$ cat config.mk
export PLATFORM = sky130hd
export DESIGN_NAME = start_flag_packet_deframer_top_flat
export DESIGN_NICKNAME = d
export VERILOG_FILES = /design/src/hdl/sfd_pkg.sv /design/src/hdl/sfd_if.sv /design/src/hdl/sfd_ram.sv /design/src/hdl/sfd_datapath.sv /design/src/hdl/sfd_ctrl.sv /design/src/hdl/start_flag_packet_deframer_top.sv /design/src/flat_wrapper.sv
export SDC_FILE = /design/constraint.sdc
export NUM_CORES = 1
export LEC_CHECK = 0
export ABC_AREA = 1
export ABC_CLOCK_PERIOD_IN_PS = 5300
export BUFFER_PORTS_ARGS = -buffer_cell sky130_fd_sc_hd__buf_2
export CELL_PAD_IN_SITES_DETAIL_PLACEMENT = 1
export CELL_PAD_IN_SITES_GLOBAL_PLACEMENT = 2
export CORE_MARGIN = 5
export CORE_UTILIZATION = 46
export CTS_CLUSTER_SIZE = 14
export DETAILED_ROUTE_END_ITERATION = 6
export GPL_ROUTABILITY_DRIVEN = 0
export PLACE_DENSITY_LB_ADDON = 0.25
export SYNTH_ARGS = -nofsm -noshare
export SYNTH_HDL_FRONTEND = slang
export SYNTH_SLANG_ARGS = --single-unit
$ cat constraint.sdc
create_clock -name i_clk -period 5.3 [get_ports i_clk]
set_input_delay 0.265 -clock i_clk [delete_from_list [all_inputs] [get_ports i_clk]]
set_output_delay 0.265 -clock i_clk [all_outputs]
set_load 0.02 [all_outputs]
$ cat src/hdl/sfd_pkg.sv
package sfd_pkg;

    localparam int PAYLOAD_DEPTH = 64;
    localparam int PAYLOAD_AW    = (PAYLOAD_DEPTH > 1) ? $clog2(PAYLOAD_DEPTH) : 1;

    localparam logic [7:0] START_FLAG = 8'h7E;

    localparam logic [6:0] POS_HDR_END = 7'd3;
    localparam logic [6:0] POS_MAX     = 7'd127;

    typedef logic [7:0] t_byte;
    typedef logic [5:0] t_size;
    typedef logic [3:0] t_seq;
    typedef logic [5:0] t_type;
    typedef logic [6:0] t_pos;
    typedef logic [1:0] t_kind;

    localparam t_kind KIND_PAYLOAD = 2'd0;
    localparam t_kind KIND_HEADER  = 2'd1;
    localparam t_kind KIND_NACK    = 2'd2;

    typedef struct packed {
        t_kind item_kind;
        t_byte payload_byte;
        t_size frame_size;
        t_seq  frame_sequence;
        t_type frame_type;
        logic  run_last;
    } t_out_item;

    typedef struct packed {
        logic rx_take;
        logic idx_clr;
        logic rd_issue;
        logic load_pay;
        logic load_hdr;
        logic load_nack;
    } t_cmd;

    typedef struct packed {
        logic out_free;
        logic parity_byte;
        logic parity_ok;
        logic size_zero;
        logic last_idx;
    } t_sts;

endpackage

$ cat src/hdl/sfd_if.sv
interface sfd_in_if;
    import sfd_pkg::*;

    logic  valid;
    logic  ready;
    t_byte rx_byte;
    logic  buffer_end;

    modport source (output valid, output rx_byte, output buffer_end, input ready);
    modport sink   (input valid, input rx_byte, input buffer_end, output ready);
endinterface

interface sfd_out_if;
    import sfd_pkg::*;

    logic  valid;
    logic  ready;
    t_kind item_kind;
    t_byte payload_byte;
    t_size frame_size;
    t_seq  frame_sequence;
    t_type frame_type;
    logic  run_last;

    modport source (output valid, output item_kind, output payload_byte, output frame_size,
                    output frame_sequence, output frame_type, output run_last, input ready);
    modport sink   (input valid, input item_kind, input payload_byte, input frame_size,
                    input frame_sequence, input frame_type, input run_last, output ready);
endinterface

$ cat src/hdl/sfd_ram.sv
module sfd_ram #(
    parameter int WIDTH = 8,
    parameter int DEPTH = 64,
    parameter int AW    = (DEPTH > 1) ? $clog2(DEPTH) : 1
) (
    input  logic             i_clk,
    input  logic             i_wr_en,
    input  logic [AW-1:0]    i_wr_addr,
    input  logic [WIDTH-1:0] i_wr_data,
    input  logic             i_rd_en,
    input  logic [AW-1:0]    i_rd_addr,
    output logic [WIDTH-1:0] o_rd_data
);

    logic [WIDTH-1:0] r_mem [DEPTH];
    logic [WIDTH-1:0] r_rd_data;

    always_ff @(posedge i_clk) begin
        if (i_wr_en) begin
            r_mem[i_wr_addr] <= i_wr_data;
        end
        if (i_rd_en) begin
            r_rd_data <= r_mem[i_rd_addr];
        end
    end

    assign o_rd_data = r_rd_data;

endmodule

$ cat src/hdl/sfd_datapath.sv
module sfd_datapath (
    input  logic               i_clk,
    input  logic               i_rst_n,
    input  sfd_pkg::t_byte     i_rx_byte,
    input  logic               i_buffer_end,
    input  sfd_pkg::t_cmd      i_cmd,
    output sfd_pkg::t_sts      o_sts,
    input  logic               i_out_ready,
    output logic               o_out_valid,
    output sfd_pkg::t_out_item o_out_item
);
    import sfd_pkg::*;

    t_pos      r_pos, n_pos;
    logic      r_disc, n_disc;
    t_size     r_size, n_size;
    t_seq      r_seq, n_seq;
    t_type     r_type, n_type;
    t_byte     r_xor, n_xor;
    t_size     r_rd_idx, n_rd_idx;
    logic      r_out_valid, n_out_valid;
    t_out_item r_out, n_out;

    t_pos      payload_end;
    t_pos      wr_idx;
    logic      in_payload;
    logic      is_parity;
    logic      wr_en;
    t_byte     rd_data;

    assign payload_end = POS_HDR_END + {1'b0, r_size};
    assign wr_idx      = r_pos - POS_HDR_END;
    assign in_payload  = !r_disc && (r_pos >= POS_HDR_END) && (r_pos < payload_end);
    assign is_parity   = !r_disc && (r_pos >= POS_HDR_END) && (r_pos >= payload_end);
    assign wr_en       = i_cmd.rx_take && in_payload;

    sfd_ram #(
        .WIDTH (8),
        .DEPTH (PAYLOAD_DEPTH)
    ) u_store (
        .i_clk     (i_clk),
        .i_wr_en   (wr_en),
        .i_wr_addr (wr_idx[PAYLOAD_AW-1:0]),
        .i_wr_data (i_rx_byte),
        .i_rd_en   (i_cmd.rd_issue),
        .i_rd_addr (r_rd_idx[PAYLOAD_AW-1:0]),
        .o_rd_data (rd_data)
    );

    always_comb begin
        n_pos  = r_pos;
        n_disc = r_disc;
        n_size = r_size;
        n_seq  = r_seq;
        n_type = r_type;
        n_xor  = r_xor;
        if (i_cmd.rx_take) begin
            if (!r_disc) begin
                if (r_pos == 7'd0) begin
                    if (i_rx_byte != START_FLAG) begin
                        n_disc = 1'b1;
                    end
                end else if (r_pos == 7'd1) begin
                    n_size = i_rx_byte[5:0];
                    n_seq  = {2'b00, i_rx_byte[7:6]};
                end else if (r_pos == 7'd2) begin
                    n_seq  = {i_rx_byte[1:0], r_seq[1:0]};
                    n_type = i_rx_byte[7:2];
                    if ({1'b0, r_size} > 7'(PAYLOAD_DEPTH)) begin
                        n_disc = 1'b1;
                    end
                end else if (in_payload) begin
                    n_xor = r_xor ^ i_rx_byte;
                end else begin
                    n_disc = 1'b1;
                end
                if (!n_disc && r_pos < POS_MAX) begin
                    n_pos = r_pos + 7'd1;
                end
            end
            if (i_buffer_end) begin
                n_pos  = '0;
                n_disc = 1'b0;
                n_xor  = '0;
            end
        end
    end

    always_comb begin
        n_rd_idx = r_rd_idx;
        if (i_cmd.idx_clr) begin
            n_rd_idx = '0;
        end else if (i_cmd.load_pay) begin
            n_rd_idx = r_rd_idx + 6'd1;
        end
    end

    always_comb begin
        n_out       = r_out;
        n_out_valid = r_out_valid && !i_out_ready;
        if (i_cmd.load_pay) begin
            n_out       = '{KIND_PAYLOAD, rd_data, r_size, r_seq, r_type, 1'b0};
            n_out_valid = 1'b1;
        end else if (i_cmd.load_hdr) begin
            n_out       = '{KIND_HEADER, 8'd0, r_size, r_seq, r_type, 1'b1};
            n_out_valid = 1'b1;
        end else if (i_cmd.load_nack) begin
            n_out       = '{KIND_NACK, 8'd0, 6'd0, 4'd0, 6'd0, 1'b1};
            n_out_valid = 1'b1;
        end
    end

    always_ff @(posedge i_clk) begin
        if (!i_rst_n) begin
            r_pos       <= '0;
            r_disc      <= 1'b0;
            r_size      <= '0;
            r_seq       <= '0;
            r_type      <= '0;
            r_xor       <= '0;
            r_rd_idx    <= '0;
            r_out_valid <= 1'b0;
        end else begin
            r_pos       <= n_pos;
            r_disc      <= n_disc;
            r_size      <= n_size;
            r_seq       <= n_seq;
            r_type      <= n_type;
            r_xor       <= n_xor;
            r_rd_idx    <= n_rd_idx;
            r_out_valid <= n_out_valid;
        end
    end

    always_ff @(posedge i_clk) begin
        r_out <= n_out;
    end

    assign o_sts.out_free    = !r_out_valid || i_out_ready;
    assign o_sts.parity_byte = is_parity;
    assign o_sts.parity_ok   = (i_rx_byte == r_xor);
    assign o_sts.size_zero   = (r_size == 6'd0);
    assign o_sts.last_idx    = ({1'b0, r_rd_idx} + 7'd1) == {1'b0, r_size};

    assign o_out_valid = r_out_valid;
    assign o_out_item  = r_out;

endmodule

$ cat src/hdl/sfd_ctrl.sv
module sfd_ctrl (
    input  logic          i_clk,
    input  logic          i_rst_n,
    input  logic          i_in_valid,
    output logic          o_in_ready,
    input  sfd_pkg::t_sts i_sts,
    output sfd_pkg::t_cmd o_cmd
);
    import sfd_pkg::*;

    localparam logic [1:0] ST_RX  = 2'd0;
    localparam logic [1:0] ST_RD  = 2'd1;
    localparam logic [1:0] ST_LD  = 2'd2;
    localparam logic [1:0] ST_HDR = 2'd3;

    logic [1:0] r_state, n_state;
    logic       in_fire;

    // only the parity byte loads a result, so only it waits for room
    assign o_in_ready = (r_state == ST_RX) && (i_sts.out_free || !i_sts.parity_byte);
    assign in_fire    = o_in_ready && i_in_valid;

    always_comb begin
        n_state = r_state;
        o_cmd   = '0;
        o_cmd.rx_take = in_fire;
        unique case (r_state)
            ST_RX: begin
                if (in_fire && i_sts.parity_byte) begin
                    if (i_sts.parity_ok) begin
                        o_cmd.idx_clr = 1'b1;
                        n_state = i_sts.size_zero ? ST_HDR : ST_RD;
                    end else begin
                        o_cmd.load_nack = 1'b1;
                    end
                end
            end
            ST_RD: begin
                o_cmd.rd_issue = 1'b1;
                n_state = ST_LD;
            end
            ST_LD: begin
                if (i_sts.out_free) begin
                    o_cmd.load_pay = 1'b1;
                    n_state = i_sts.last_idx ? ST_HDR : ST_RD;
                end
            end
            ST_HDR: begin
                if (i_sts.out_free) begin
                    o_cmd.load_hdr = 1'b1;
                    n_state = ST_RX;
                end
            end
            default: n_state = ST_RX;
        endcase
    end

    always_ff @(posedge i_clk) begin
        if (!i_rst_n) begin
            r_state <= ST_RX;
        end else begin
            r_state <= n_state;
        end
    end

`ifndef SYNTHESIS
    a_reset_state: assert property (@(posedge i_clk) !i_rst_n |=> r_state == ST_RX)
        else $error("controller not in receive state after reset");

    a_load_needs_room: assert property (@(posedge i_clk) disable iff (!i_rst_n)
        (o_cmd.load_pay || o_cmd.load_hdr || o_cmd.load_nack) |-> i_sts.out_free)
        else $error("result loaded while output register still full");

    a_good_parity_drains: assert property (@(posedge i_clk) disable iff (!i_rst_n)
        (in_fire && i_sts.parity_byte && i_sts.parity_ok) |=>
        (r_state == ST_RD || r_state == ST_HDR))
        else $error("matching parity did not start release");

    a_read_then_load: assert property (@(posedge i_clk) disable iff (!i_rst_n)
        (r_state == ST_RD) |=> (r_state == ST_LD))
        else $error("store read not followed by load state");
`endif

endmodule

$ cat src/hdl/start_flag_packet_deframer_top.sv
// channel | dir | handshake          | payload
// i_in    | in  | valid/ready        | rx_byte[7:0], buffer_end
// o_out   | out | valid/ready        | item_kind[1:0], payload_byte[7:0], frame_size[5:0],
//         |     |                    | frame_sequence[3:0], frame_type[5:0], run_last
//
// One byte per cycle while receiving; the output register lets a byte in while the
// previous result waits to be taken, except a parity byte, which waits for room.
// A good parity byte releases N payload items, each by a store read and then a
// load, and then the header item; no input is taken during the release.
// Synchronous active-low reset; the payload store is not cleared.
// Output stalls hold the result register, hold back a parity request on i_in and
// stretch the release.
module start_flag_packet_deframer_top (
    input logic       i_clk,
    input logic       i_rst_n,
    sfd_in_if.sink    i_in,
    sfd_out_if.source o_out
);
    import sfd_pkg::*;

    t_cmd      cmd;
    t_sts      sts;
    t_out_item out_item;
    logic      out_valid;
    logic      in_ready;

    sfd_ctrl u_ctrl (
        .i_clk      (i_clk),
        .i_rst_n    (i_rst_n),
        .i_in_valid (i_in.valid),
        .o_in_ready (in_ready),
        .i_sts      (sts),
        .o_cmd      (cmd)
    );

    sfd_datapath u_dp (
        .i_clk        (i_clk),
        .i_rst_n      (i_rst_n),
        .i_rx_byte    (i_in.rx_byte),
        .i_buffer_end (i_in.buffer_end),
        .i_cmd        (cmd),
        .o_sts        (sts),
        .i_out_ready  (o_out.ready),
        .o_out_valid  (out_valid),
        .o_out_item   (out_item)
    );

    assign i_in.ready           = in_ready;
    assign o_out.valid          = out_valid;
    assign o_out.item_kind      = out_item.item_kind;
    assign o_out.payload_byte   = out_item.payload_byte;
    assign o_out.frame_size     = out_item.frame_size;
    assign o_out.frame_sequence = out_item.frame_sequence;
    assign o_out.frame_type     = out_item.frame_type;
    assign o_out.run_last       = out_item.run_last;

endmodule
$ cat src/flat_wrapper.sv
// flat-port wrapper written by rule: the top's interface ports become plain ports
module start_flag_packet_deframer_top_flat import sfd_pkg::*;
  (i_clk, i_rst_n, i_in_valid, i_in_rx_byte, i_in_buffer_end, i_in_ready, o_out_valid, o_out_item_kind, o_out_payload_byte, o_out_frame_size, o_out_frame_sequence, o_out_frame_type, o_out_run_last, o_out_ready);
  sfd_in_if i_in_i ();
  sfd_out_if o_out_i ();
  input logic i_clk;
  input logic i_rst_n;
  input wire logic [$bits(i_in_i.valid)-1:0] i_in_valid;
  input wire logic [$bits(i_in_i.rx_byte)-1:0] i_in_rx_byte;
  input wire logic [$bits(i_in_i.buffer_end)-1:0] i_in_buffer_end;
  output wire logic [$bits(i_in_i.ready)-1:0] i_in_ready;
  output wire logic [$bits(o_out_i.valid)-1:0] o_out_valid;
  output wire logic [$bits(o_out_i.item_kind)-1:0] o_out_item_kind;
  output wire logic [$bits(o_out_i.payload_byte)-1:0] o_out_payload_byte;
  output wire logic [$bits(o_out_i.frame_size)-1:0] o_out_frame_size;
  output wire logic [$bits(o_out_i.frame_sequence)-1:0] o_out_frame_sequence;
  output wire logic [$bits(o_out_i.frame_type)-1:0] o_out_frame_type;
  output wire logic [$bits(o_out_i.run_last)-1:0] o_out_run_last;
  input wire logic [$bits(o_out_i.ready)-1:0] o_out_ready;
  assign i_in_i.valid = i_in_valid;
  assign i_in_i.rx_byte = i_in_rx_byte;
  assign i_in_i.buffer_end = i_in_buffer_end;
  assign i_in_ready = i_in_i.ready;
  assign o_out_valid = o_out_i.valid;
  assign o_out_item_kind = o_out_i.item_kind;
  assign o_out_payload_byte = o_out_i.payload_byte;
  assign o_out_frame_size = o_out_i.frame_size;
  assign o_out_frame_sequence = o_out_i.frame_sequence;
  assign o_out_frame_type = o_out_i.frame_type;
  assign o_out_run_last = o_out_i.run_last;
  assign o_out_i.ready = o_out_ready;
  start_flag_packet_deframer_top u_core (.i_clk(i_clk), .i_rst_n(i_rst_n), .i_in(i_in_i), .o_out(o_out_i));
endmodule
==> run_results.csv <==
group,metric,value,unit
placed_design,detailedPlacementHpwl,44.96,mm
global_routing,grt_pass1_wl,108.9,mm
critical_path,crit_chain,"inv_1 > ha_1 > nor2_1 > nand2_1 > xor2_1 > ha_1 > nand2_1 > nand2_1 > a21oi_1 > nand3_1 > nand3_2 > nand3_4 > or2_4 > nor2_8 > nand2_4 > nor2_1",
synth,count_leader_synth,"edfxtp_1",
synth,netlist_top_cells_count,"edfxtp_1 (544), nor2_1 (443), o21ai_0 (311)",
global_routing,globalRoute.totalOverflow,0,
power_and_ir_drop,power_density,357.8,nW/um^2
finish,drive_gt1_share,8.401,%
critical_path,critical_path_peak_fanout,8,
synth,synth_area,24410,sq um
drt,drt-total-wl,73.15,mm
sta,clock_skew,27.66,ps
synth,synthDominantCellAreaShare,66.91,%
power_and_ir_drop,vdd_drop_max,0.0002744,V
synth,synth_nets,2166,
clock_network,worst_setup_hold_path_clk_slew,60,ps
floorplan,core_ar,52550,sq um
critical_path,critical-path-top-delay-family,"simple AND/OR/NAND/NOR gates",
clock_network,post_cts_resize_count,0,
sta,finalCriticalPeriod,3802,ps
synth,post_synth_cell_types,34,
synth,synth_edf_count,544,
drt,dr_total_vias,16705,
critical_path,element_type_at_the_critical_path_end,"flop",
global_routing,vias_in_the_first_global_route,17326,
finish,final_design_area_no_fill,27140,sq um
critical_path,worstPathRequired,5550,ps
global_routing,grt_start_max_net_pins,107,
synth,synth_cells,2139,
sta,relSlewSlack,25.27,%
clock_network,cts_inserted_buffers,60,
clock_network,insertion_delay,630,ps
critical_path,critical-path-max-stage-delay,630,ps
critical_path,path_buf_inv,1,
drt,drt-vias-per-instance,5.780,
clock_network,clk_path_buf_depth,3,
power_and_ir_drop,power,9.713,mW
critical_path,critical_path.slowest_cell,"nor2_1",
floorplan,initial_core_util,46.46,%
clock_network,cts_root_buf,"clkbuf_16",
drt,wl_per_cell,25.31,um
floorplan,fp.dieArea,57780,sq um
worst_hold_path,holdCritPathClass,"input pin to flop",
placed_design,placed_cells,2772,
clock_network,tritoncts_clock_tree,"built",
status,run_status,"finished clean",
floorplan,top_level_port_count,42,
critical_path,worst_path_most_repeated_cell,"nand2_1",
synth,synth_area_per_cell,11.41,sq um
placed_design,dpl_cell_area,25190,sq um
synth,yosys_most_used_dff,"edfxtp_1",
finish,finalNonFillerCells,2890,
finish,syn_to_final_growth,11.18,%
sta,final.period_utilization,71.74,%
drt,drc,0,
sta,setup_repair_after_global_routing_missed_its_margin,"false",
synth,yosys-top-cells-area,"edfxtp_1 (67%), nor2_1 (6.8%), o21ai_0 (6.4%)",
power_and_ir_drop,leakagePower,9.380,nW
finish,multi_input_gate_area,6397,sq um
global_routing,antenna_found_initial,0,
critical_path,worst_setup_path_start_kind,"flop",
drt,drt-pass1-iter-count,7,
floorplan,die_w,240.4,um
sta,setup_tns,0,ps
drt,antenna_violating_nets_post_route,0,
finish,nets,2177,
synth,yosysSeqAreaShare,70.52,%
job,timing.max_cap.violations,0,
drt,initialDrtViolationCount,1580,
sta,tightest_slew,1121,ps
finish,final-seq-area,17230,sq um
finish,antenna-diode-count,0,
clock_network,htree_levels,2,
critical_path,critical_path_arrival,4050,ps
sta,upper_clock_frequency_limit,263.0,MHz
floorplan,row_count,84,
synth,yosys_warnings,0,
clock_network,tritoncts_num_sinks,588,
synth,synth_top_cell_by_area,"edfxtp_1",
sta,timing.final.max_slew_violations,0,
synth,ys_ff_latch,588,
placed_design,numPortBuffers,41,
sta,final-hold-violation-count,0,
sta,final-setup-viol-count,0,
global_routing,grt_usage,25.26,%
synth,ys_async_sr_fraction,0,%
floorplan,die_height,240.4,um
finish,fill_cells,5503,
critical_path,timing_worst_setup_path_type,"flop to flop",
[placed cells by master, fill, tap and decap left out, types with 3 or more instances in the layout]
cell	netlist	routed
edfxtp_1	544	544
nor2_1	443	443
o21ai_0	311	311
nand2_1	258	258
o22ai_1	129	129
inv_1	72	71
clkbuf_16	0	62
nand3_1	53	53
a21oi_1	46	46
buf_2	22	41
dfxtp_1	44	41
o21ai_1	29	29
buf_4	1	23
clkinv_1	4	21
clkinv_2	0	15
ha_1	14	14
clkbuf_1	87	14
xor2_1	12	12
nand4_1	10	10
nand2_4	8	8
xnor2_1	7	7
nand3b_1	6	6
nand2_2	5	5
nor2_2	5	5
bufinv_16	0	5
inv_2	5	4
dlygate4sd3_1	0	4
nor2_4	3	3
[what timing repair did]
| item | CTS | global route |
|---|---|---|
| setup buffers | 0 | 0 |
| hold buffers | 4 | 0 |
| endpoints found under the hold margin | 4 | 0 |
[final cells by class]
class	count	area share, %
Sequential cell	588	63.46
Inverter	81	1.143
Tap cell	688	3.171
Multi-Input combinational cell	1350	23.57
Clock buffer	76	5.909
Clock inverter	38	1.134
Timing Repair Buffer	69	1.613
[state kept, by name (all words and copies together) (netlist names)]
name,cells
u_core.u_dp.u_store.r_mem,512
u_core.u_dp.r_seq,4
u_core.u_dp.r_xor,8
u_core.u_dp.r_size,6
u_core.u_dp.r_disc,1
u_core.u_dp.o_out_item,27
u_core.u_dp.u_store.o_rd_data,8
u_core.u_dp.r_type,6
u_core.u_dp.r_rd_idx,6
u_core.u_dp.o_out_valid,1
u_core.u_ctrl.r_state,2
u_core.u_dp.r_pos,7
[where the power goes]
| part | switching, mW | internal (mW) | leakage (nW) | total, mW |
|---|---|---|---|---|
| Combinational | 0.354 | 0.0904 | 3.18 | 0.444 |
| Clock | 1.76 | 2.37 | 0.940 | 4.13 |
| Sequential | 0.0281 | 5.11 | 5.26 | 5.14 |
| Total | 2.14 | 7.57 | 9.38 | 9.71 |
[per-stage QoR]
step / worst slack [ps] / util, % / hold slack (ps)
floorplan: 2210 / - / 363.9
global placement: 1650 / 47.94 / 448.8
detailed placement: 1467 / 47.94 / 447.6
CTS: 1448 / 51.65 / 63.78
global route: 1221 / 51.65 / 119.3
finish: 1498 / 51.65 / 89.31
[worst reg2reg max path: stages, from the launching register on]
cell and delay (ps):
dfxtp_1 360, inv_1 130, ha_1 250, nor2_1 150
nand2_1 100, xor2_1 170, ha_1 300, nand2_1 70
nand2_1 60, a21oi_1 130, nand3_1 130, nand3_2 120
nand3_4 110, or2_4 310, nor2_8 170, nand2_4 240
nor2_1 630
[layer usage]
metal	share of wire [%]	track usage, %
met1	42	34.51
met3	6.5	4.095
met4	3.4	8.184
met2	48	41.79
met5	0	0
[worst paths after layout]
check	start	slack, ps	to	cells past startpoint
hold / removal	o_out_ready	90	u_core.u_dp.o_out_item[26]	4
setup reg to reg	u_core.u_dp.r_size[0]	1500	u_core.u_dp.u_store.r_mem[51][6]	16
setup / recovery	u_core.u_dp.r_size[0]	1500	u_core.u_dp.u_store.r_mem[51][6]	16
hold reg to reg	u_core.u_dp.o_out_item[26]	450	u_core.u_dp.o_out_item[26]	2
[kinds of logic after synthesis]
kind of cell | count (synthesis) | synth area share [%]
compound gates | 516 | 11.28
xor+xnor | 19 | 0.6816
buf+inv | 201 | 3.280
flops | 588 | 70.52
simple gates | 801 | 13.52
fa+ha+maj | 14 | 0.7175
(Power assumes the default switching activity.)
